$ cat config.mk
export PLATFORM = sky130hd
export DESIGN_NAME = auto_frame_skip_controller
export DESIGN_NICKNAME = d
export VERILOG_FILES = /design/src/rtl/afsc_pkg.sv /design/src/rtl/afsc_alu.sv /design/src/rtl/auto_frame_skip_controller.sv
export VERILOG_INCLUDE_DIRS = /design/src /design/src/rtl
export SDC_FILE = /design/constraint.sdc
export NUM_CORES = 1
export LEC_CHECK = 0
export BUFFER_PORTS_ARGS = -buffer_cell sky130_fd_sc_hd__buf_2
export CAP_MARGIN = 20
export CORE_MARGIN = 5
export CORE_UTILIZATION = 30
export CTS_BUF_LIST = sky130_fd_sc_hd__clkbuf_2 sky130_fd_sc_hd__clkbuf_4 sky130_fd_sc_hd__clkbuf_8
export DETAILED_ROUTE_END_ITERATION = 8
export HOLD_SLACK_MARGIN = 0.02
export PLACE_DENSITY_LB_ADDON = 0.15
export SYNTH_ARGS = -nofsm -noshare
export SYNTH_HDL_FRONTEND = slang
export SYNTH_SLANG_ARGS = --single-unit
$ cat constraint.sdc
create_clock -name clock -period 3.87 [get_ports clock]
set_clock_uncertainty 0.05 [all_clocks]
set_input_delay 0.1935 -clock clock [delete_from_list [all_inputs] [get_ports clock]]
set_output_delay 0.1935 -clock clock [all_outputs]
set_load 0.02 [all_outputs]
$ cat src/rtl/assert_macros.svh
// assertion macros used by the frame skip controller
// no dependencies
`ifndef ASSERT_MACROS_SVH
`define ASSERT_MACROS_SVH

// consequent must hold whenever the trigger holds
`define ASSERT_IMPLIES(label, clk, rst, trig, cons) \
   label: assert property (@(posedge clk) disable iff (rst) (trig) |-> (cons)) \
      else $error("assertion failed: label");

// consequent must hold in the cycle after the trigger
`define ASSERT_NEXT(label, clk, rst, trig, cons) \
   label: assert property (@(posedge clk) disable iff (rst) (trig) |=> (cons)) \
      else $error("assertion failed: label");

// condition must hold at every edge out of reset
`define ASSERT_ALWAYS(label, clk, rst, cond) \
   label: assert property (@(posedge clk) disable iff (rst) (cond)) \
      else $error("assertion failed: label");

`endif

$ cat src/rtl/afsc_pkg.sv
// types, constants and the skip pattern table of the frame skip controller
// no dependencies
package afsc_pkg;

   localparam int LEVELS_DEF = 12;
   localparam int LEVEL_W    = 4;
   localparam int CREDIT_W   = 6;
   localparam int SPEED_W    = 14;
   localparam int FRAME_W    = 32;
   localparam int UNIT_W     = 11;

   localparam logic [SPEED_W-1:0] FAST_TENTHS = 14'd995;
   localparam logic [SPEED_W-1:0] SLOW_TENTHS = 14'd800;
   localparam logic [LEVEL_W-1:0] CLOSE_LIMIT = 4'd8;

   localparam logic signed [UNIT_W-1:0] SPAN_TENTHS = 11'sd900;
   localparam logic signed [UNIT_W-1:0] DIV_STEP    = 11'sd50;
   localparam logic signed [UNIT_W-1:0] ONE         = 11'sd1;
   localparam logic signed [UNIT_W-1:0] TWO         = 11'sd2;
   localparam logic signed [UNIT_W-1:0] CREDIT_FULL = 11'sd3;

   localparam logic signed [CREDIT_W-1:0] CREDIT_RAISE = -6'sd2;
   localparam logic signed [CREDIT_W-1:0] CREDIT_MIN   = -6'sd19;
   localparam logic signed [CREDIT_W-1:0] CREDIT_MAX   = 6'sd2;

   // bit p of row l: skip the frame at phase p for level l
   localparam logic [LEVELS_DEF-1:0] SKIP_PATTERN [LEVELS_DEF] = '{
      12'b000000000000,
      12'b100000000000,
      12'b100000100000,
      12'b100010001000,
      12'b100100100100,
      12'b101001010010,
      12'b101010101010,
      12'b101101011010,
      12'b110110110110,
      12'b111011101110,
      12'b111110111110,
      12'b111111111110
   };

   typedef enum logic [4:0] {
      S_IDLE   = 5'b00001,
      S_EVAL   = 5'b00010,
      S_DIVIDE = 5'b00100,
      S_CREDIT = 5'b01000,
      S_FINISH = 5'b10000
   } state_type;

   typedef struct packed {
      logic signed [UNIT_W-1:0] sum;
      logic                     negative;
   } unit_res_type;

endpackage

$ cat src/rtl/afsc_alu.sv
// shared signed adder used by the arithmetic steps of the level update
// depends on afsc_pkg
module afsc_alu (
   input  logic signed [afsc_pkg::UNIT_W-1:0] op_a,
   input  logic signed [afsc_pkg::UNIT_W-1:0] op_b,
   output afsc_pkg::unit_res_type             res
);

   logic signed [afsc_pkg::UNIT_W-1:0] sum;

   assign sum          = op_a + op_b;
   assign res.sum      = sum;
   assign res.negative = sum[afsc_pkg::UNIT_W-1];

endmodule

$ cat src/rtl/auto_frame_skip_controller.sv
// frame skip controller: the result of a beat is registered in finish, which waits under rsp
// stalls, and the next beat is taken no earlier than the cycle after, from idle; long case:
// remainder subtraction (50 tenths of deficit per step, plus a closing step) then the credit
// loop (one level raised per step, plus a closing step), on one shared adder; a waiting result
// holds the output register while the next beat is taken. reset (synchronous, active high)
// clears level, credit, phase, setting, fsm and rsp valid; uses afsc_pkg, afsc_alu, macros
`include "assert_macros.svh"

module auto_frame_skip_controller #(
   parameter int LEVELS = afsc_pkg::LEVELS_DEF
) (
   input  logic                             clock,
   input  logic                             reset,
   input  logic                             req_valid,
   output logic                             req_ready,
   input  logic [afsc_pkg::SPEED_W-1:0]     req_speed_tenths,
   input  logic                             req_new_frame,
   input  logic [afsc_pkg::FRAME_W-1:0]     req_frame_number,
   output logic                             rsp_valid,
   input  logic                             rsp_ready,
   output logic                             rsp_skip_next,
   output logic [afsc_pkg::LEVEL_W-1:0]     rsp_skip_level,
   input  logic                             csr_write_enable,
   input  logic [afsc_pkg::LEVEL_W-1:0]     csr_write_data
);

   localparam logic [afsc_pkg::LEVEL_W-1:0] TOP_LEVEL = afsc_pkg::LEVEL_W'(LEVELS - 1);
   localparam logic [afsc_pkg::LEVEL_W-1:0] AUTO_CODE = afsc_pkg::LEVEL_W'(LEVELS);
   localparam logic [afsc_pkg::FRAME_W-1:0] WARM_UP   = afsc_pkg::FRAME_W'(LEVELS << 1);

   afsc_pkg::state_type state_ff, state_in;

   logic [afsc_pkg::LEVEL_W-1:0]         setting_ff;
   logic [afsc_pkg::LEVEL_W-1:0]         level_ff, level_in;
   logic signed [afsc_pkg::CREDIT_W-1:0] credit_ff, credit_in;
   logic [afsc_pkg::LEVEL_W-1:0]         phase_ff, phase_in;
   logic [afsc_pkg::SPEED_W-1:0]         speed_ff, speed_in;
   logic                                 fresh_ff, fresh_in;
   logic                                 warm_ff, warm_in;
   logic signed [afsc_pkg::UNIT_W-1:0]   rem_ff, rem_in;
   logic                                 rsp_valid_ff, rsp_valid_in;
   logic                                 skip_next_ff, skip_next_in;
   logic [afsc_pkg::LEVEL_W-1:0]         skip_level_ff, skip_level_in;

   logic [afsc_pkg::LEVEL_W-1:0]         phase_next;
   logic signed [afsc_pkg::UNIT_W-1:0]   alu_a, alu_b;
   afsc_pkg::unit_res_type               alu_res;

   afsc_alu u_alu (
      .op_a (alu_a),
      .op_b (alu_b),
      .res  (alu_res)
   );

   assign phase_next = (phase_ff == TOP_LEVEL) ? '0 : afsc_pkg::LEVEL_W'(phase_ff + 4'd1);

   always_comb begin
      state_in      = state_ff;
      level_in      = level_ff;
      credit_in     = credit_ff;
      phase_in      = phase_ff;
      speed_in      = speed_ff;
      fresh_in      = fresh_ff;
      warm_in       = warm_ff;
      rem_in        = rem_ff;
      rsp_valid_in  = rsp_valid_ff;
      skip_next_in  = skip_next_ff;
      skip_level_in = skip_level_ff;
      alu_a         = '0;
      alu_b         = '0;

      if (rsp_valid_ff && rsp_ready) begin
         rsp_valid_in = 1'b0;
      end

      unique case (state_ff)
         afsc_pkg::S_IDLE: begin
            if (req_valid) begin
               speed_in = req_speed_tenths;
               fresh_in = req_new_frame;
               warm_in  = req_frame_number > WARM_UP;
               state_in = afsc_pkg::S_EVAL;
            end
         end
         afsc_pkg::S_EVAL: begin
            state_in = afsc_pkg::S_FINISH;
            if (fresh_ff) begin
               if (setting_ff == AUTO_CODE) begin
                  if (warm_ff) begin
                     if (speed_ff >= afsc_pkg::FAST_TENTHS) begin
                        alu_a = afsc_pkg::UNIT_W'(credit_ff);
                        alu_b = afsc_pkg::ONE;
                        if (alu_res.sum >= afsc_pkg::CREDIT_FULL) begin
                           credit_in = '0;
                           if (level_ff != '0) begin
                              level_in = afsc_pkg::LEVEL_W'(level_ff - 4'd1);
                           end
                        end else begin
                           credit_in = afsc_pkg::CREDIT_W'(alu_res.sum);
                        end
                     end else if (speed_ff < afsc_pkg::SLOW_TENTHS) begin
                        alu_a    = afsc_pkg::SPAN_TENTHS;
                        alu_b    = -(afsc_pkg::UNIT_W'(speed_ff));
                        rem_in   = alu_res.sum;
                        state_in = afsc_pkg::S_DIVIDE;
                     end else begin
                        if (level_ff < afsc_pkg::CLOSE_LIMIT) begin
                           alu_a     = afsc_pkg::UNIT_W'(credit_ff);
                           alu_b     = -afsc_pkg::ONE;
                           credit_in = afsc_pkg::CREDIT_W'(alu_res.sum);
                        end
                        state_in = afsc_pkg::S_CREDIT;
                     end
                  end
               end else if (setting_ff > AUTO_CODE) begin
                  level_in = TOP_LEVEL;
               end else begin
                  level_in = setting_ff;
               end
            end
         end
         afsc_pkg::S_DIVIDE: begin
            // one subtraction of 50 tenths per cycle, one unit of credit each
            alu_a = rem_ff;
            alu_b = -afsc_pkg::DIV_STEP;
            if (!alu_res.negative) begin
               rem_in    = alu_res.sum;
               credit_in = afsc_pkg::CREDIT_W'(credit_ff - 6'sd1);
            end else begin
               state_in = afsc_pkg::S_CREDIT;
            end
         end
         afsc_pkg::S_CREDIT: begin
            if (credit_ff <= afsc_pkg::CREDIT_RAISE) begin
               alu_a = afsc_pkg::UNIT_W'(credit_ff);
               alu_b = afsc_pkg::TWO;
               if (level_ff < TOP_LEVEL) begin
                  credit_in = afsc_pkg::CREDIT_W'(alu_res.sum);
                  level_in  = afsc_pkg::LEVEL_W'(level_ff + 4'd1);
               end else begin
                  credit_in = '0;
                  state_in  = afsc_pkg::S_FINISH;
               end
            end else begin
               state_in = afsc_pkg::S_FINISH;
            end
         end
         afsc_pkg::S_FINISH: begin
            if (!rsp_valid_ff || rsp_ready) begin
               phase_in      = phase_next;
               skip_next_in  = afsc_pkg::SKIP_PATTERN[level_ff][phase_next];
               skip_level_in = level_ff;
               rsp_valid_in  = 1'b1;
               state_in      = afsc_pkg::S_IDLE;
            end
         end
         default: begin
            state_in = afsc_pkg::S_IDLE;
         end
      endcase
   end

   always_ff @(posedge clock) begin
      if (reset) begin
         state_ff     <= afsc_pkg::S_IDLE;
         setting_ff   <= '0;
         level_ff     <= '0;
         credit_ff    <= '0;
         phase_ff     <= '0;
         rsp_valid_ff <= 1'b0;
      end else begin
         state_ff     <= state_in;
         level_ff     <= level_in;
         credit_ff    <= credit_in;
         phase_ff     <= phase_in;
         rsp_valid_ff <= rsp_valid_in;
         if (csr_write_enable) begin
            setting_ff <= csr_write_data;
         end
      end
   end

   always_ff @(posedge clock) begin
      speed_ff      <= speed_in;
      fresh_ff      <= fresh_in;
      warm_ff       <= warm_in;
      rem_ff        <= rem_in;
      skip_next_ff  <= skip_next_in;
      skip_level_ff <= skip_level_in;
   end

   assign req_ready      = state_ff == afsc_pkg::S_IDLE;
   assign rsp_valid      = rsp_valid_ff;
   assign rsp_skip_next  = skip_next_ff;
   assign rsp_skip_level = skip_level_ff;

   `ASSERT_ALWAYS(level_in_range, clock, reset, level_ff <= TOP_LEVEL)
   `ASSERT_ALWAYS(phase_in_range, clock, reset, phase_ff <= TOP_LEVEL)
   `ASSERT_ALWAYS(credit_in_range, clock, reset, (credit_ff >= afsc_pkg::CREDIT_MIN) && (credit_ff <= afsc_pkg::CREDIT_MAX))
   `ASSERT_NEXT(busy_after_accept, clock, reset, req_valid && req_ready, !req_ready)
   `ASSERT_IMPLIES(idle_credit_settled, clock, reset, state_ff == afsc_pkg::S_IDLE, credit_ff > afsc_pkg::CREDIT_RAISE)

endmodule
Yosys cells after proc, flatten, opt, wreduce, memory -nomap -nowiden
Memories as Yosys holds them, arrays and structs flattened. Index checks and enable logic that the tools add are counted.

Muxes and demuxes: 63. Bitwise gates (word level): 1. Equal/unequal tests: 25. Add/subtract/negate cells: 6. Reduce and logical (&&, ||, !) cells: 13. $lt $le $gt $ge: 10.

Operators with widths (count): two-way mux 11 bit (19); one-hot mux 11 bit (3 select lines) (2); two-way mux 6 bit (10); two-way mux 5 bit (9); two-way mux 4 bit (11); greater-than comparator 32 x 5 -> 1 bit (second input constant) (1); one-hot mux 5 bit (5 select lines) (1); two-way mux 12 bit (2); one-hot mux 11 bit (2 select lines) (1); != test 3 bit (second input constant) (7); != test 2 bit (second input constant) (10); one-hot mux 6 bit (3 select lines) (1); AND reduction 8 bit (2); >= comparator 14 x 10 -> 1 bit (second input constant) (1); less-than comparator 14 x 10 -> 1 bit (second input constant) (1); adder 11 bit (1); >= comparator 11 x 3 -> 1 bit (second input constant) (1); negator 11 bit (1); adder 4 x 1 -> 4 bit (second input constant) (2); equality test 4 bit (second input constant) (2); less-than comparator 4 bit (second input constant) (2); one-hot mux 4 bit (2 select lines) (1); AND reduction 7 bit (1); <= comparator 6 x 2 -> 1 bit (second input constant) (1); other kinds (23) (28).

Memories kept: 1. Register bits: 56. Bits in read-only memories: 192. Logic and storage cells: 131. Input port bits: 56.

Memories: (no name shown) (depth 16, width 12, read ports 1, clocked after Yosys merged registers in 0, wr ports 0, line auto_frame_skip_controller.sv:151) `skip_next_in = afsc_pkg::SKIP_PATTERN[level_ff][phase_next];`.

Logic depth before layout (Yosys ltp)
Word-level depth: 16. Gate-level depth with buffers: 17. Mapped depth without buffers: 17.

Modules after synthesis
Synthesis repeated with hierarchy kept, for this count alone.

Cells, all modules: 435. Area, all modules: 3967.6 um^2.

By module, submodules not included: auto_frame_skip_controller (times used 1, area an instance 3507.1 um^2, cells an instance 372); afsc_alu (times used 1, area an instance 460.4 um^2, cells an instance 63).

Worst setup path before layout
Ideal clock, no wire load.

Path type: register -> register. From: register speed_ff[7] (netlist name). To: register rem_ff[0] (netlist name), enable pin. Library setup time: 0.349 ns. Clock period less this slack: 4.242 ns. Cell stages (with the launch flop): 15. Data arrival time: 3.843 ns. Setup slack: -0.372 ns. Path buffers: 1. Path through: edfxtp_1 > o311ai_4 > nand2_1 > clkbuf_1 > nand2_1 > o21ai_0 > a22o_1 > ha_1 > fa_1 > a211oi_2 > o21ai_0 > a41oi_1 > xnor2_2 > and2_1 > or2_1.

Cells in the longest elaborated chain, start to end: 10. Elaborated cells between the ends (all ways): 20. Those cells by class: add/sub: 2; order compare: 2; eq/ne: 3; mux: 12; reduce/logical: 1.

Ends and longest elaborated chain: start: declaration (line auto_frame_skip_controller.sv:37) `logic [afsc_pkg::SPEED_W-1:0] speed_ff, speed_in;`; start signal: assignment (line auto_frame_skip_controller.sv:184) `speed_ff <= speed_in;`; less-than comparator 14 x 10 -> 1 bit or negator 11 bit (tied branches) (line auto_frame_skip_controller.sv:101, auto_frame_skip_controller.sv:103); two-way mux 11 bit (line auto_frame_skip_controller.sv:101) `end else if (speed_ff < afsc_pkg::SLOW_TENTHS) begin`; two-way mux 11 bit (line auto_frame_skip_controller.sv:90) `if (speed_ff >= afsc_pkg::FAST_TENTHS) begin`; two-way mux 11 bit (line auto_frame_skip_controller.sv:89) `if (warm_ff) begin`; two-way mux 11 bit (line auto_frame_skip_controller.sv:88) `if (setting_ff == AUTO_CODE) begin`; two-way mux 11 bit (line auto_frame_skip_controller.sv:87) `if (fresh_ff) begin`; one-hot mux 11 bit (3 select lines) (line auto_frame_skip_controller.sv:76) `unique case (state_ff)`; adder 11 bit (line afsc_alu.sv:11) `assign sum = op_a + op_b;`; != test 2 bit (no source line); AND reduction 7 bit (no source line) (*); end signal: assignment (line auto_frame_skip_controller.sv:187) `rem_ff <= rem_in;`; end: declaration (line auto_frame_skip_controller.sv:40) `logic signed [afsc_pkg::UNIT_W-1:0] rem_ff, rem_in;`.

Every way passes the cells marked *; elsewhere a longest branch is shown, timed or not. A chain may end at the register's enable or synchronous reset.

Final worst setup path
From: register speed_ff[7] (netlist name). To: register level_ff[0] (netlist name).

Cells in the longest elaborated chain, start to end: 11. Elaborated cells between the ends (all ways): 20. Those cells by class: add/sub: 2; order compare: 3; eq/ne: 2; mux: 12; reduce/logical: 1.

Ends and longest elaborated chain: less-than comparator 14 x 10 -> 1 bit or negator 11 bit (tied branches) (line auto_frame_skip_controller.sv:101, auto_frame_skip_controller.sv:103); two-way mux 11 bit (line auto_frame_skip_controller.sv:101); two-way mux 11 bit (line auto_frame_skip_controller.sv:90); two-way mux 11 bit (line auto_frame_skip_controller.sv:89); two-way mux 11 bit (line auto_frame_skip_controller.sv:88); two-way mux 11 bit (line auto_frame_skip_controller.sv:87); one-hot mux 11 bit (3 select lines) (line auto_frame_skip_controller.sv:76); adder 11 bit (line afsc_alu.sv:11); >= comparator 11 x 3 -> 1 bit (line auto_frame_skip_controller.sv:93) `if (alu_res.sum >= afsc_pkg::CREDIT_FULL) begin`; != test 3 bit (no source line); AND reduction 8 bit (no source line) (*); end signal: assignment (line auto_frame_skip_controller.sv:173) `level_ff <= level_in;`; end: declaration (line auto_frame_skip_controller.sv:34) `logic [afsc_pkg::LEVEL_W-1:0] level_ff, level_in;`.

Marked as above.

==> summary.md <==
The flow ran to the end, but the final reports show violations. The final reports fail on setup timing. The tools report the iteration count of the initial detailed-routing pass as 4. In this run, synthesis produced a sequential element count of 56. The initial core utilization was 30.8%. Setup repair after global routing could not meet its margin everywhere. The worst hold path was traced through 3 stages. The number of warnings printed during yosys synthesis is 0.

The run gives 36.3% as the worst slew margin relative to its limit. The required time at the worst-slack endpoint is 4070 ps, and the clock sink count is 56. The share of the cycle needed by the critical path after routing was 105%. The die width was 124 um.

TritonCTS built the clock tree. Once layout is complete, the utilization of the core stands at 46.0%. For the post-detailed-route count of antenna-violating nets, the log shows 0. The die covers 0.0154 mm^2. The layout has 1262 filler cells. The longest clock path from root to sink contains 2 buffers.

Data arrival time of the critical path: 4260 ps. The worst hold path class was input pin to flip-flop. The worst setup path is launched from a flip-flop. The power density over the cells came out at 262 mW/mm^2. The via count of the first global-routing pass came out at 3976.

The clock tree synthesis step divided the H-tree into 2 levels. Hold path startpoint: csr_write_data[3]. The average wire length per cell after detail routing came out at 15.6 um.

For hold timing, the worst endpoint is setting_ff[3]. The max-slew violation count came out at 0. The layout net count is 671. The tree is rooted in a sky130_fd_sc_hd__clkbuf_8. The async set-reset flop share out of synthesis works out to 0%.

The logs give 0 for the number of antenna violations at the first check in global routing and 3869 for the count of vias placed by the detailed router. Sequential elements use 36.8% of the synthesized area. The logs give 1.53 mW for the post-layout total power and 0 for the overflow left after global routing. The run gives 418 as the synthesized instance count. The number of enable-type register cells in the synthesized netlist works out to 32. During placement, the flow inserted port buffers numbering 62. The tools report the endpoint type of the worst setup path as a flip-flop. After clock tree synthesis, the clock-pin slew on the worst setup and hold paths is 110 ps. The first-iteration detailed-routing DRC count is 214. The worst hold-check slack was 31.9 ps; the shortest clock period the worst path allows after layout was 4060 ps.

The first global-routing pass estimated 19.7 mm of wire. Clock latency on the worst-skew pair, taken at its later pin, is 340 ps. The run gives 0 as the total count of hold-check failures in the final report. After floorplanning, the core was sized to cover 0.0127 mm^2.

By startpoint and endpoint, the worst setup path is classified as flip-flop to flip-flop. For this run, design rule violations remaining after detail routing come to 0. The largest net degree at the start of global routing came out at 20. The cell area that synthesis handed to floorplanning was 0.00391 mm^2. The most used flip-flop cell after synthesis is sky130_fd_sc_hd__edfxtp_1.

The final-layout setup total negative slack was -1190 ps. For the post-layout worst setup margin, the log shows -192 ps. Compared with the post-synthesis result, the final layout area differs by 49.4%.

The max-capacitance violation count was 0. 63 I/O pins were placed. The via-per-instance ratio is 5.06. Synthesis instantiated 84 different standard cells from the library. Depth of the worst register-to-register path: 15.

In the global route stage, overall resource usage came out at 15.3%. The startpoint identified for the worst register-to-register timing path is speed_ff[7]. The slack of the worst reg-to-reg path is -190 ps. After floorplanning, the core was divided into 41 placement rows. The repair_antennas step left the layout with diodes totalling 0.

Summed over all nets, the half-perimeter wirelength after detailed placement is 9.23 mm. Clock tree synthesis inserted a total of 5 buffers. The final number of setup-violating endpoints is 9, and the floorplan die height is 124 um.

The average instance in the mapped netlist occupies 9.36 um^2. The end of the worst register-to-register path is level_ff[0]. The weighted congestion at the end of routability-driven global placement is 0.822, and the net count after synthesis is 497. The run gives 2.43 nW as the static leakage. In this run the worst path has a maximum fanout of 7.

Cells with a size suffix above 1 make up 44.7% of the layout. VDD sags by at most 265 uV. Based on the critical path, the design can be clocked at up to 0.246 GHz.

For the pin with the worst max-slew slack, the measured transition is 954 ps. The total length of routed wires came out at 12.0 mm.
Yosys cell counts (all sizes together) (4+ instances only):
cell     n  area [um^2]
clkbuf  12         55.1
ha      22          275
nor3    13         86.3
a31oi    6         37.5
dfxtp   24          480
nor2    45          169
o211ai   6         45.0
nor4    13          109
a22o     4         35.0
nand2b   4         25.0
o311ai   4         60.1
a211oi   8         65.1
a21oi   26          130
inv     17         63.8
xor2     9         78.8
edfxtp  32          961
o21ai   31          155
a21o     6         45.0
xnor2    9         86.3
nand2   32          120
mux2i    9         90.1
and2     8         55.1
or4      5         45.0
nand3    7         35.0
registers in the layout, summed over array words and instances (netlist names):
| register | flops |
|---|---|
| rem_ff | 11 |
| credit_ff | 6 |
| setting_ff | 4 |
| rsp_valid | 1 |
| rsp_skip_next | 1 |
| fresh_ff | 1 |
| rsp_skip_level | 4 |
| state_ff | 5 |
| phase_ff | 4 |
| warm_ff | 1 |
| speed_ff | 14 |
| level_ff | 4 |
timing repair:
action,4_1_cts,5_1_grt
endpoints found under the setup margin,26,28
setup buffers,10,6
pin swaps,27,34
hold endpoints to repair,16,0
resized for setup,31,47
gates cloned,1,0
hold buffers,16,0
worst max-delay path, stage by stage (launching register included):
cell	delay, ps
sky130_fd_sc_hd__edfxtp_1	440
sky130_fd_sc_hd__o311ai_4	390
sky130_fd_sc_hd__a21oi_2	110
sky130_fd_sc_hd__or4_4	610
sky130_fd_sc_hd__o211ai_1	280
sky130_fd_sc_hd__buf_4	170
sky130_fd_sc_hd__fa_2	230
sky130_fd_sc_hd__a211oi_4	70
sky130_fd_sc_hd__buf_6	120
sky130_fd_sc_hd__o21bai_1	160
sky130_fd_sc_hd__a21oi_1	100
sky130_fd_sc_hd__xor2_1	200
sky130_fd_sc_hd__and4_4	230
sky130_fd_sc_hd__o311ai_4	370
sky130_fd_sc_hd__o311ai_1	160
sky130_fd_sc_hd__a32o_1	270
cell type report:
cell class	instances	area [um^2]	area share [%]
flip-flops and latches	56	1440	24.7
clock inverters	2	13.8	0.235
inverters	18	67.6	1.16
well taps	172	215	3.68
repair buffers	180	1290	22.1
multi-input cells	331	2730	46.7
clock buffers	6	82.6	1.41
through the flow:
| stage | worst slack (ps) | std cells | area (um^2) |
|---|---|---|---|
| detailed placement | -408 | 724 | 5100 |
| CTS | -202 | 759 | 5580 |
| global route | -391 | 765 | 5850 |
| floorplan | -23.4 | 418 | 4020 |
| finish | -192 | 765 | 5850 |
| global placement | -301 | 724 | 5100 |
metal layers:
metal,global-route usage [%],share of wire (%),up-vias
met2,26.8,51,69
met1,19.3,44,1852
met4,4.64,1.6,0
li1,-,-,1934
met3,2.49,2.9,14
met5,0,0,-
cell usage in the layout, fill, tap and decap left out, types with 3 or more instances in the layout:
cell | Yosys | layout
sky130_fd_sc_hd__a211oi_1 | 7 | 4
sky130_fd_sc_hd__a211oi_2 | 1 | 3
sky130_fd_sc_hd__a21o_1 | 6 | 6
sky130_fd_sc_hd__a21oi_1 | 26 | 20
sky130_fd_sc_hd__a21oi_2 | 0 | 4
sky130_fd_sc_hd__a22o_1 | 4 | 4
sky130_fd_sc_hd__a31oi_1 | 6 | 6
sky130_fd_sc_hd__and2_1 | 5 | 4
sky130_fd_sc_hd__buf_2 | 0 | 62
sky130_fd_sc_hd__buf_4 | 1 | 89
sky130_fd_sc_hd__buf_6 | 1 | 12
sky130_fd_sc_hd__clkbuf_8 | 1 | 6
sky130_fd_sc_hd__dfxtp_1 | 24 | 23
sky130_fd_sc_hd__dlygate4sd3_1 | 0 | 16
sky130_fd_sc_hd__edfxtp_1 | 32 | 32
sky130_fd_sc_hd__ha_1 | 22 | 14
sky130_fd_sc_hd__ha_2 | 0 | 7
sky130_fd_sc_hd__inv_1 | 17 | 16
sky130_fd_sc_hd__mux2i_1 | 9 | 9
sky130_fd_sc_hd__nand2_1 | 32 | 30
sky130_fd_sc_hd__nand2b_1 | 4 | 4
sky130_fd_sc_hd__nand3_1 | 7 | 4
sky130_fd_sc_hd__nand3_2 | 0 | 3
sky130_fd_sc_hd__nand3b_1 | 3 | 3
sky130_fd_sc_hd__nand4_1 | 3 | 3
sky130_fd_sc_hd__nor2_1 | 45 | 41
sky130_fd_sc_hd__nor2_2 | 0 | 3
sky130_fd_sc_hd__nor2b_1 | 3 | 3
sky130_fd_sc_hd__nor3_1 | 10 | 6
sky130_fd_sc_hd__nor3_2 | 2 | 5
sky130_fd_sc_hd__nor4_1 | 10 | 8
sky130_fd_sc_hd__nor4_2 | 2 | 3
sky130_fd_sc_hd__o211ai_1 | 6 | 6
sky130_fd_sc_hd__o21ai_0 | 26 | 17
sky130_fd_sc_hd__o21ai_2 | 0 | 11
sky130_fd_sc_hd__or4_4 | 2 | 3
sky130_fd_sc_hd__xnor2_1 | 8 | 8
sky130_fd_sc_hd__xor2_1 | 9 | 8
kinds of logic after synthesis:
group                      after synthesis  synth area share (%)
AOI/OAI and AO/OA                      125                  22.9
DFF                                     56                  36.8
and+or+nand+nor                        153                  21.8
adders and majority gates               23                  7.54
xor gates and xnor gates                18                  4.22
muxes                                   11                  3.16
buffers and inverters                   32                  3.61
where the power goes:
part           switching (mW)  internal (mW)  total (mW)
sequential             0.0357          0.685       0.721
combinational           0.233          0.210       0.443
clock                   0.221          0.147       0.368
how the worst max path moves through the flow:
stage,startpoint,cells past startpoint,slack (ps),end
2_1_floorplan,speed_ff[5],17,-20,level_ff[0]
3_3_place_gp,speed_ff[0],16,-300,level_ff[0]
3_5_place_dp,speed_ff[0],16,-410,level_ff[2]
4_1_cts,speed_ff[0],18,-200,level_ff[2]
5_1_grt,speed_ff[1],17,-390,level_ff[2]
6_report,speed_ff[7],15,-190,level_ff[0]
No activity file was read; power rests on OpenSTA's default activity.
